$ cat src/rtl/hrl_pkg.sv
`timescale 1ns / 1ps
// ----------------------------------------------------------------------------
// hrl_pkg: shared types and constants of the hex record loader
// Character codes, halt codes, the character class passed from front to back
// and the result record.
// ----------------------------------------------------------------------------
package hrl_pkg;

   localparam int COUNT_BITS  = 16;
   localparam int CMP_BITS    = (COUNT_BITS > 16) ? COUNT_BITS : 16;
   localparam int QUEUE_DEPTH = 2;
   localparam int PTR_BITS    = $clog2(QUEUE_DEPTH);
   localparam int QCNT_BITS   = $clog2(QUEUE_DEPTH + 1);

   localparam logic [7:0] CHAR_NL    = 8'd10;
   localparam logic [7:0] CHAR_COLON = 8'h3A;
   localparam logic [7:0] CHAR_ZERO  = 8'h30;
   localparam logic [7:0] CHAR_NINE  = 8'h39;
   localparam logic [7:0] CHAR_SEVEN = 8'h37;
   localparam logic [7:0] CHAR_W     = 8'h57;
   localparam logic [7:0] CHAR_UA    = 8'h41;
   localparam logic [7:0] CHAR_UF    = 8'h46;
   localparam logic [7:0] CHAR_LA    = 8'h61;
   localparam logic [7:0] CHAR_LF    = 8'h66;

   typedef enum logic [2:0] {
      HALT_NONE      = 3'd0,
      HALT_BAD_START = 3'd1,
      HALT_BAD_SUM   = 3'd2,
      HALT_LIMIT     = 3'd3,
      HALT_SHORT     = 3'd4
   } halt_type;

   typedef struct packed {
      logic       is_nl;
      logic       is_colon;
      logic [3:0] nibble;
   } char_class_type;

   typedef struct packed {
      logic        byte_valid;
      logic [7:0]  data_byte;
      logic [15:0] store_index;
      logic [15:0] load_address;
      logic        unknown_type;
      logic        halted;
      logic [2:0]  halt_reason;
      logic [15:0] bytes_stored;
   } rsp_type;

   function automatic logic [3:0] nibble_of(input logic [7:0] c);
      logic [7:0] d;
      d = 8'h00;
      if (c inside {[CHAR_ZERO:CHAR_NINE]}) begin
         d = c - CHAR_ZERO;
      end else if (c inside {[CHAR_UA:CHAR_UF]}) begin
         d = c - CHAR_SEVEN;
      end else if (c inside {[CHAR_LA:CHAR_LF]}) begin
         d = c - CHAR_W;
      end
      return d[3:0];
   endfunction

endpackage

$ cat src/rtl/hex_record_loader.sv
`timescale 1ns / 1ps
// ----------------------------------------------------------------------------
// hex_record_loader: hex record parser, one character per request
// Front classifies characters, a short queue decouples it from the parser,
// and the parser registers one result per character.
//
//   channel   ports          direction   item
//   request   req_*          in          one character code
//   response  rsp_*          out         one result per character
//   config    psel..pready   in/out      byte_limit at address 0
//
// One character per cycle while rsp_ready stays high; an accepted character
// passes the front register, the queue and the result register before
// rsp_valid rises with its result.
// The parser state update pairs two nibbles into a byte and does an 8-bit sum add.
// Reset is synchronous and active high; byte_limit resets to 65535.
// No clearing pass: the block accepts requests in the cycle after reset.
// A stalled response is absorbed by the result register, queue and front.
// ----------------------------------------------------------------------------
module hex_record_loader (
   input  logic        clock,
   input  logic        reset,
   input  logic        req_valid,
   output logic        req_ready,
   input  logic [7:0]  req_char_code,
   output logic        rsp_valid,
   input  logic        rsp_ready,
   output logic        rsp_byte_valid,
   output logic [7:0]  rsp_data_byte,
   output logic [15:0] rsp_store_index,
   output logic [15:0] rsp_load_address,
   output logic        rsp_unknown_type,
   output logic        rsp_halted,
   output logic [2:0]  rsp_halt_reason,
   output logic [15:0] rsp_bytes_stored,
   input  logic        psel,
   input  logic        penable,
   input  logic        pwrite,
   input  logic [2:0]  paddr,
   input  logic [31:0] pwdata,
   output logic [31:0] prdata,
   output logic        pready
);

   localparam logic REG_BYTE_LIMIT = 1'b0;

   logic [15:0]             byte_limit_ff;
   logic [15:0]             byte_limit_in;
   logic                    f_valid, f_ready;
   hrl_pkg::char_class_type f_item;
   logic                    q_valid, q_ready;
   hrl_pkg::char_class_type q_item;
   hrl_pkg::rsp_type        rsp;

   assign pready = 1'b1;
   assign prdata = (paddr[2] == REG_BYTE_LIMIT) ? {16'h0000, byte_limit_ff} : 32'h0;

   always_comb begin
      byte_limit_in = byte_limit_ff;
      if (psel && penable && pwrite && pready && paddr[2] == REG_BYTE_LIMIT) begin
         byte_limit_in = pwdata[15:0];
      end
   end

   always_ff @(posedge clock) begin
      if (reset) begin
         byte_limit_ff <= 16'hFFFF;
      end else begin
         byte_limit_ff <= byte_limit_in;
      end
   end

   hrl_front u_front (
      .clock         (clock),
      .reset         (reset),
      .req_valid     (req_valid),
      .req_ready     (req_ready),
      .req_char_code (req_char_code),
      .out_valid     (f_valid),
      .out_ready     (f_ready),
      .out_item      (f_item)
   );

   hrl_queue u_queue (
      .clock     (clock),
      .reset     (reset),
      .in_valid  (f_valid),
      .in_ready  (f_ready),
      .in_item   (f_item),
      .out_valid (q_valid),
      .out_ready (q_ready),
      .out_item  (q_item)
   );

   hrl_back u_back (
      .clock      (clock),
      .reset      (reset),
      .in_valid   (q_valid),
      .in_ready   (q_ready),
      .in_item    (q_item),
      .byte_limit (byte_limit_ff),
      .rsp_valid  (rsp_valid),
      .rsp_ready  (rsp_ready),
      .rsp        (rsp)
   );

   assign rsp_byte_valid   = rsp.byte_valid;
   assign rsp_data_byte    = rsp.data_byte;
   assign rsp_store_index  = rsp.store_index;
   assign rsp_load_address = rsp.load_address;
   assign rsp_unknown_type = rsp.unknown_type;
   assign rsp_halted       = rsp.halted;
   assign rsp_halt_reason  = rsp.halt_reason;
   assign rsp_bytes_stored = rsp.bytes_stored;

endmodule

$ cat src/rtl/hrl_front.sv
`timescale 1ns / 1ps
// ----------------------------------------------------------------------------
// hrl_front: request intake and character classification
// Registers each accepted character as newline / colon / hex nibble.
// ----------------------------------------------------------------------------
module hrl_front (
   input  logic                    clock,
   input  logic                    reset,
   input  logic                    req_valid,
   output logic                    req_ready,
   input  logic [7:0]              req_char_code,
   output logic                    out_valid,
   input  logic                    out_ready,
   output hrl_pkg::char_class_type out_item
);

   logic                    valid_ff;
   logic                    valid_in;
   hrl_pkg::char_class_type item_ff;
   hrl_pkg::char_class_type item_in;

   assign req_ready = !valid_ff || out_ready;
   assign out_valid = valid_ff;
   assign out_item  = item_ff;

   always_comb begin
      item_in.is_nl    = (req_char_code == hrl_pkg::CHAR_NL);
      item_in.is_colon = (req_char_code == hrl_pkg::CHAR_COLON);
      item_in.nibble   = hrl_pkg::nibble_of(req_char_code);
      if (req_valid && req_ready) begin
         valid_in = 1'b1;
      end else if (out_ready) begin
         valid_in = 1'b0;
      end else begin
         valid_in = valid_ff;
      end
   end

   always_ff @(posedge clock) begin
      if (reset) begin
         valid_ff <= 1'b0;
      end else begin
         valid_ff <= valid_in;
      end
   end

   always_ff @(posedge clock) begin
      if (req_valid && req_ready) begin
         item_ff <= item_in;
      end
   end

endmodule

$ cat src/rtl/hrl_queue.sv
`timescale 1ns / 1ps
// ----------------------------------------------------------------------------
// hrl_queue: short queue between front and back
// Holds classified characters so that either side can stall on its own.
// ----------------------------------------------------------------------------
module hrl_queue (
   input  logic                    clock,
   input  logic                    reset,
   input  logic                    in_valid,
   output logic                    in_ready,
   input  hrl_pkg::char_class_type in_item,
   output logic                    out_valid,
   input  logic                    out_ready,
   output hrl_pkg::char_class_type out_item
);

   hrl_pkg::char_class_type      mem_ff [hrl_pkg::QUEUE_DEPTH];
   logic [hrl_pkg::PTR_BITS-1:0]  wr_ptr_ff, wr_ptr_in;
   logic [hrl_pkg::PTR_BITS-1:0]  rd_ptr_ff, rd_ptr_in;
   logic [hrl_pkg::QCNT_BITS-1:0] count_ff, count_in;
   logic                          push, pop;

   assign in_ready  = (count_ff != hrl_pkg::QCNT_BITS'(hrl_pkg::QUEUE_DEPTH));
   assign out_valid = (count_ff != '0);
   assign out_item  = mem_ff[rd_ptr_ff];
   assign push      = in_valid && in_ready;
   assign pop       = out_valid && out_ready;

   always_comb begin
      wr_ptr_in = wr_ptr_ff;
      rd_ptr_in = rd_ptr_ff;
      count_in  = count_ff;
      if (push) begin
         wr_ptr_in = (wr_ptr_ff == hrl_pkg::PTR_BITS'(hrl_pkg::QUEUE_DEPTH - 1))
                     ? '0 : wr_ptr_ff + 1'b1;
      end
      if (pop) begin
         rd_ptr_in = (rd_ptr_ff == hrl_pkg::PTR_BITS'(hrl_pkg::QUEUE_DEPTH - 1))
                     ? '0 : rd_ptr_ff + 1'b1;
      end
      if (push && !pop) begin
         count_in = count_ff + 1'b1;
      end else if (pop && !push) begin
         count_in = count_ff - 1'b1;
      end
   end

   always_ff @(posedge clock) begin
      if (reset) begin
         wr_ptr_ff <= '0;
         rd_ptr_ff <= '0;
         count_ff  <= '0;
      end else begin
         wr_ptr_ff <= wr_ptr_in;
         rd_ptr_ff <= rd_ptr_in;
         count_ff  <= count_in;
      end
   end

   always_ff @(posedge clock) begin
      if (push) begin
         mem_ff[wr_ptr_ff] <= in_item;
      end
   end

endmodule

$ cat src/rtl/hrl_back.sv
`timescale 1ns / 1ps
// ----------------------------------------------------------------------------
// hrl_back: record parser and result register
// Walks the record fields, checks the sum and the byte limit, and registers
// one result per character.
// ----------------------------------------------------------------------------
module hrl_back (
   input  logic                    clock,
   input  logic                    reset,
   input  logic                    in_valid,
   output logic                    in_ready,
   input  hrl_pkg::char_class_type in_item,
   input  logic [15:0]             byte_limit,
   output logic                    rsp_valid,
   input  logic                    rsp_ready,
   output hrl_pkg::rsp_type        rsp
);

   typedef enum logic [2:0] {
      PH_START,
      PH_COUNT,
      PH_ADDR,
      PH_TYPE,
      PH_DATA,
      PH_CHECK,
      PH_EOL,
      PH_SKIP
   } phase_type;

   phase_type                       phase_ff, phase_in;
   logic [3:0]                      high_ff, high_in;
   logic                            odd_ff, odd_in;
   logic [7:0]                      count_ff, count_in;
   logic [7:0]                      field_ff, field_in;
   logic [7:0]                      sum_ff, sum_in;
   logic                            type_data_ff, type_data_in;
   logic [15:0]                     addr_ff, addr_in;
   logic [hrl_pkg::COUNT_BITS-1:0]  stored_ff, stored_in;
   hrl_pkg::halt_type               halt_ff, halt_in;
   logic                            rsp_valid_ff, rsp_valid_in;
   hrl_pkg::rsp_type                rsp_ff, rsp_in;
   logic                            pop;
   logic                            limit_ok;
   logic [7:0]                      byte_val;
   logic [7:0]                      field_next;

   assign in_ready  = !rsp_valid_ff || rsp_ready;
   assign pop       = in_valid && in_ready;
   assign rsp_valid = rsp_valid_ff;
   assign rsp       = rsp_ff;

   assign byte_val   = {high_ff, in_item.nibble};
   assign field_next = field_ff + 8'd1;
   assign limit_ok   = (hrl_pkg::CMP_BITS'(stored_ff) < hrl_pkg::CMP_BITS'(byte_limit))
                       && (stored_ff != '1);

   always_comb begin
      phase_in     = phase_ff;
      high_in      = high_ff;
      odd_in       = odd_ff;
      count_in     = count_ff;
      field_in     = field_ff;
      sum_in       = sum_ff;
      type_data_in = type_data_ff;
      addr_in      = addr_ff;
      stored_in    = stored_ff;
      halt_in      = halt_ff;
      rsp_in       = '0;

      if (pop && halt_ff == hrl_pkg::HALT_NONE) begin
         if (byte_limit == '0) begin
            halt_in = hrl_pkg::HALT_LIMIT;
         end else begin
            case (phase_ff)
               PH_EOL, PH_SKIP: begin
                  if (in_item.is_nl) phase_in = PH_START;
               end
               PH_START: begin
                  if (in_item.is_colon) begin
                     phase_in = PH_COUNT;
                     odd_in   = 1'b0;
                     sum_in   = '0;
                     field_in = '0;
                  end else begin
                     halt_in = hrl_pkg::HALT_BAD_START;
                  end
               end
               PH_COUNT, PH_ADDR, PH_TYPE, PH_DATA, PH_CHECK: begin
                  if (in_item.is_nl) begin
                     halt_in = hrl_pkg::HALT_SHORT;
                  end else if (!odd_ff) begin
                     high_in = in_item.nibble;
                     odd_in  = 1'b1;
                  end else begin
                     odd_in = 1'b0;
                     sum_in = sum_ff + byte_val;
                     case (phase_ff)
                        PH_COUNT: begin
                           count_in = byte_val;
                           sum_in   = byte_val;
                           field_in = '0;
                           phase_in = PH_ADDR;
                        end
                        PH_ADDR: begin
                           if (field_ff == '0) begin
                              addr_in  = {byte_val, 8'h00};
                              field_in = 8'd1;
                           end else begin
                              addr_in  = {addr_ff[15:8], byte_val};
                              phase_in = PH_TYPE;
                           end
                        end
                        PH_TYPE: begin
                           type_data_in = (byte_val == 8'd0);
                           field_in     = '0;
                           if (byte_val > 8'd1) begin
                              rsp_in.unknown_type = 1'b1;
                              phase_in            = PH_SKIP;
                           end else begin
                              phase_in = (count_ff != '0) ? PH_DATA : PH_CHECK;
                           end
                        end
                        PH_DATA: begin
                           if (type_data_ff && !limit_ok) begin
                              halt_in = hrl_pkg::HALT_LIMIT;
                           end else begin
                              if (type_data_ff) begin
                                 rsp_in.byte_valid   = 1'b1;
                                 rsp_in.data_byte    = byte_val;
                                 rsp_in.store_index  = 16'(stored_ff);
                                 rsp_in.load_address = addr_ff + {8'h00, field_ff};
                                 stored_in           = stored_ff + 1'b1;
                              end
                              field_in = field_next;
                              if (field_next == count_ff) phase_in = PH_CHECK;
                           end
                        end
                        default: begin
                           // checksum byte: record must sum to zero
                           if (sum_in != '0) halt_in = hrl_pkg::HALT_BAD_SUM;
                           else phase_in = PH_EOL;
                        end
                     endcase
                  end
               end
               default: begin
               end
            endcase
         end
      end

      rsp_in.halted       = (halt_in != hrl_pkg::HALT_NONE);
      rsp_in.halt_reason  = halt_in;
      rsp_in.bytes_stored = 16'(stored_in);

      if (pop) begin
         rsp_valid_in = 1'b1;
      end else if (rsp_ready) begin
         rsp_valid_in = 1'b0;
      end else begin
         rsp_valid_in = rsp_valid_ff;
      end
   end

   always_ff @(posedge clock) begin
      if (reset) begin
         phase_ff     <= PH_START;
         high_ff      <= '0;
         odd_ff       <= 1'b0;
         count_ff     <= '0;
         field_ff     <= '0;
         sum_ff       <= '0;
         type_data_ff <= 1'b1;
         addr_ff      <= '0;
         stored_ff    <= '0;
         halt_ff      <= hrl_pkg::HALT_NONE;
         rsp_valid_ff <= 1'b0;
      end else begin
         phase_ff     <= phase_in;
         high_ff      <= high_in;
         odd_ff       <= odd_in;
         count_ff     <= count_in;
         field_ff     <= field_in;
         sum_ff       <= sum_in;
         type_data_ff <= type_data_in;
         addr_ff      <= addr_in;
         stored_ff    <= stored_in;
         halt_ff      <= halt_in;
         rsp_valid_ff <= rsp_valid_in;
      end
      if (pop) begin
         rsp_ff <= rsp_in;
      end
   end

   // once halted, the reason never changes
   a_halt_sticky: assert property (@(posedge clock) disable iff (reset)
      (halt_ff != hrl_pkg::HALT_NONE) |=> (halt_ff == $past(halt_ff)))
      else $error("halt reason changed after halt");

   // the count moves only with a stored byte
   a_count_step: assert property (@(posedge clock) disable iff (reset)
      (stored_ff != $past(stored_ff)) |->
         ($past(pop) && $past(rsp_in.byte_valid) && stored_ff == $past(stored_ff) + 1'b1))
      else $error("stored count moved without a stored byte");

   // digit pairing is aligned outside the hex fields
   a_digit_align: assert property (@(posedge clock) disable iff (reset)
      (phase_ff == PH_START || phase_ff == PH_EOL || phase_ff == PH_SKIP) |-> !odd_ff)
      else $error("odd digit pending outside hex fields");

   // a stalled result is not overwritten
   a_no_overrun: assert property (@(posedge clock) disable iff (reset)
      (rsp_valid_ff && !rsp_ready) |-> !pop)
      else $error("result register overwritten while stalled");

endmodule
$ cat config.mk
export PLATFORM = sky130hd
export DESIGN_NAME = hex_record_loader
export DESIGN_NICKNAME = d
export VERILOG_FILES = /design/src/rtl/hrl_pkg.sv /design/src/rtl/hex_record_loader.sv /design/src/rtl/hrl_front.sv /design/src/rtl/hrl_queue.sv /design/src/rtl/hrl_back.sv
export SDC_FILE = /design/constraint.sdc
export NUM_CORES = 1
export LEC_CHECK = 0
export ABC_AREA = 1
export BUFFER_PORTS_ARGS = -buffer_cell sky130_fd_sc_hd__buf_2
export CAP_MARGIN = 20
export CORE_MARGIN = 2
export CORE_UTILIZATION = 35
export CTS_BUF_LIST = sky130_fd_sc_hd__clkbuf_4 sky130_fd_sc_hd__clkbuf_8
export DETAILED_ROUTE_END_ITERATION = 6
export PLACE_DENSITY_LB_ADDON = 0.12
export SYNTH_ARGS = -nofsm -noshare
export SYNTH_HDL_FRONTEND = slang
export SYNTH_SLANG_ARGS = --single-unit
export TNS_END_PERCENT = 10
$ cat constraint.sdc
create_clock -name clock -period 3.7 [get_ports clock]
set_input_delay 0.185 -clock clock [delete_from_list [all_inputs] [get_ports clock]]
set_output_delay 0.185 -clock clock [all_outputs]
set_load 0.05 [all_outputs]
==> impl_metrics.env <==
export IMPL_yosysSeqAreaShare_pct=47.92
export IMPL_rows=58
export IMPL_path_buf_inv=3
export IMPL_yosys_area_top_type="edfxtp_1"
export IMPL_grt_overflow=0
export IMPL_nNetsFinal=1258
export IMPL_drc_errors=0
export IMPL_placed_area_sq_um=9625
export IMPL_avgViaCountPerCell=4.702
export IMPL_path_delay_family="simple AND/OR/NAND/NOR gates"
export IMPL_portBuffers=111
export IMPL_routedWlPerCell_microns=14.06
export IMPL_worst_slack_ns=0.4723
export IMPL_die_w_microns=162.7
export IMPL_post_place_ws_ns=0.4558
export IMPL_vias=7104
export IMPL_fin_tns_setup_ns=0
export IMPL_synth_area_sq_um=8815
export IMPL_worstMarginPinSlew_ns=0.8754
export IMPL_crit_top_cell="nand2_1"
export IMPL_path_cells="inv_2 > or2_2 > o21ai_0 > inv_1 > ha_1 > nand2_1 > nand2_1 > inv_1 > nand2_1 > nand3_1 > nand2_1 > nand2_1 > nand2_1 > nand4_1 > nand2_1 > nand2_1 > nand2_1 > nand3_1 > nand2_1 > nand3_1"
export IMPL_cts_tree="yes"
export IMPL_dieArea_sq_um=26470
export IMPL_wirelength_microns=21240
export IMPL_whs_ns=0.05146
export IMPL_grt_first_pass_wirelength_microns=34580
export IMPL_switching_share_pct=45.65
export IMPL_avgSynthCellArea_sq_um=8.468
export IMPL_hold_viol_final=0
export IMPL_synth_common_cells="nand2_1 (173), inv_1 (143), nor2_1 (126)"
export IMPL_p_int_mw=3.892
export IMPL_p_sw_mw=3.269
export IMPL_rsz0062_at_grt="false"
export IMPL_cts_setup_buffers=0
export IMPL_clkSinkCount=171
export IMPL_fillers=2580
export IMPL_clkPwrFrac_pct=20.7
export IMPL_finalCritPeriodShare_pct=87.23
export IMPL_power_density_nw_per_um2=697.3
export IMPL_start_util_pct=35.31
export IMPL_critPathSlowestCell="ha_1"
export IMPL_hp_class="in -> reg"
export IMPL_ys_top_cells_by_area="edfxtp_1 (27%), dfxtp_1 (21%), nand2_1 (7.4%)"
export IMPL_status="complete, no violations"
export IMPL_p_comb_share_pct=41.7
export IMPL_cp_data_required_time_ns=3.92
export IMPL_async_flop_share_pct=0
export IMPL_cts_made_buffers=17
export IMPL_clk_latency_ns=0.46
export IMPL_cts_root_buffer="clkbuf_8"
export IMPL_grt_pass1_vias=6677
export IMPL_areaGrowthSynthToFinish_pct=16.51
export IMPL_cp_arrival_ns=3.44
export IMPL_clockBufferDepth=2
export IMPL_fp_dieH_microns=162.7
export IMPL_post_route_min_period_ns=3.228
export IMPL_antenna_cells=0
export IMPL_place_hpwl_microns=15330
export IMPL_worst_slew_margin_rel_pct=41.64
export IMPL_setup_viol=0
export IMPL_fmax_ghz=0.3098
export IMPL_gp_congestion=0.8638
export IMPL_ant_nets=0
export IMPL_cp_end_kind="flip-flop"
export IMPL_design_area_sq_um=10270
export IMPL_io_pins=147
export IMPL_clk_pin_slew_worst_paths_ns=0.09
export IMPL_post_synth_top_count_cell="nand2_1"
export IMPL_crit_type="reg -> reg"
export IMPL_ir_worst_vdd_v=0.0003663
export IMPL_slew_viol_final=0
export IMPL_grt_max_degree=66
export IMPL_synth_top_cell_area_share_pct=27.25
export IMPL_drt_iter0_drc=413
export IMPL_final_layout_size_suffix_gt1_share_pct=16.93
export IMPL_grt_usage_pct=16.50
export IMPL_p_seq_share_pct=37.6
export IMPL_ys_ff_latch=171
export IMPL_antenna_found_initial=0
export IMPL_synth_edf_count=80
export IMPL_synth_cells=1041
export IMPL_core_area_sq_um=24960
export IMPL_ys_types=54
export IMPL_cap_violations=0
export IMPL_p_leak_nw=4.421
export IMPL_ys_warn_count=0
export IMPL_critPathMaxStageDelay_ns=0.48
export IMPL_worstPathMaxFanout=7
export IMPL_first_pass_iters=5
export IMPL_synth_ff_type="dfxtp_1"
export IMPL_clock_skew_ns=0.02129
export IMPL_cts_max_level=4
export IMPL_start_kind="flip-flop"
-- flip-flops by register name, indices dropped and copies added, names as in the netlist, 2 cells and up, named ones only --
name	cells
u_back.rsp	62
byte_limit_ff	16
u_back.addr_ff	16
u_back.stored_ff	16
u_queue.mem_ff	12
u_back.count_ff	8
u_back.field_ff	8
u_back.sum_ff	8
u_front.out_item	6
u_back.high_ff	4
u_back.halt_ff	3
u_back.phase_ff	3
u_queue.count_ff	2
-- routing by layer --
metal / up-vias / wire (microns) / global-route usage [%]
li1: 3696 / - / -
met1: 3278 / 10550 / 22.58
met2: 120 / 9792 / 26.96
met3: 10 / 713 / 3.030
met4: 0 / 186 / 4.224
met5: - / 0 / 0
-- stage by stage --
stage | utilization (%) | power [mW] | cells
CTS | 41.08 | 7.246 | 1510
detailed placement | 38.56 | 5.731 | 1459
global route | 41.14 | 7.610 | 1511
floorplan | - | 5.046 | 1056
global placement | 38.56 | 5.734 | 1459
finish | 41.14 | 7.161 | 1511
-- layout make-up --
class                   instances  area [sq um]  area share (%)
repair buffers                135         790.8           7.700
inverters                     152         573.1           5.580
multi-input cells             691          3830           37.29
clock buffers                  18         247.7           2.412
well taps                     330         412.9           4.020
clock inverters                14         191.4           1.864
flip-flops and latches        171          4224           41.13
-- worst register-to-register path, stage by stage, from the launching register on --
cell and delay [ns]:
dfxtp_1 0.46, inv_2 0.10, or2_2 0.28, o21ai_0 0.23
inv_1 0.26, ha_1 0.48, nand2_1 0.07, nand2_1 0.08
inv_1 0.05, nand2_1 0.08, nand3_1 0.10, nand2_1 0.07
nand2_1 0.04, nand2_1 0.07, nand4_1 0.15, nand2_1 0.11
nand2_1 0.05, nand2_1 0.07, nand3_1 0.06, nand2_1 0.10
nand3_1 0.08
-- placed cells by master, fill, tap and decap left out, types with 7 or more instances in the layout --
cell type	synthesis	layout
a21oi_1	79	79
inv_2	7	7
o21ai_1	11	11
a22oi_1	8	8
conb_1	2	17
edfxtp_1	80	80
o21ai_0	35	35
nand2_1	173	173
nor2_1	126	125
nand3_1	50	50
buf_2	2	111
inv_1	143	142
dfxtp_1	91	91
clkbuf_8	0	18
nand2_2	7	7
nand4_1	20	20
nor4_1	11	11
o2111ai_1	7	7
xor2_1	12	12
nor3_1	14	14
ha_1	38	38
dlygate4sd3_1	0	19
o211ai_1	20	20
-- power groups by stage --
stage	clock (mW)	combinational, mW	sequential (mW)
floorplan	0	1.46	3.58
global placement	0	2.99	2.74
global route	1.61	3.25	2.75
CTS	1.53	3.02	2.70
finish	1.48	2.99	2.69
detailed placement	0	2.99	2.74
-- repair_timing --
action | CTS | global route
hold buffers | 19 | 0
endpoints found under the hold margin | 19 | 0
resized for setup | 0 | 0
-- cell families after synthesis --
group           count (synthesis)  synth area share (%)
xor+xnor                       20                 2.158
buf+inv                       194                 9.297
flops                         171                 47.92
other cells                     2               0.08520
fa+ha+maj                      40                 5.848
simple gates                  431                 22.44
compound gates                183                 12.25
-- final timing paths --
kind                            startpoint                        endpoint  slack (ns)  depth (start not counted)
max                              flip-flop        u_back.rsp[19]$_DFFE_PP_        0.47                         20
min                       req_char_code[5]   u_front.out_item[5]$_DFFE_PP_        0.05                          2
max reg2reg                      flip-flop        u_back.rsp[19]$_DFFE_PP_        0.47                         20
min reg2reg  u_front.out_item[3]$_DFFE_PP_  u_queue.mem_ff[1][3]$_DFFE_PP_        0.45                          0
(Power assumes the default switching activity.)
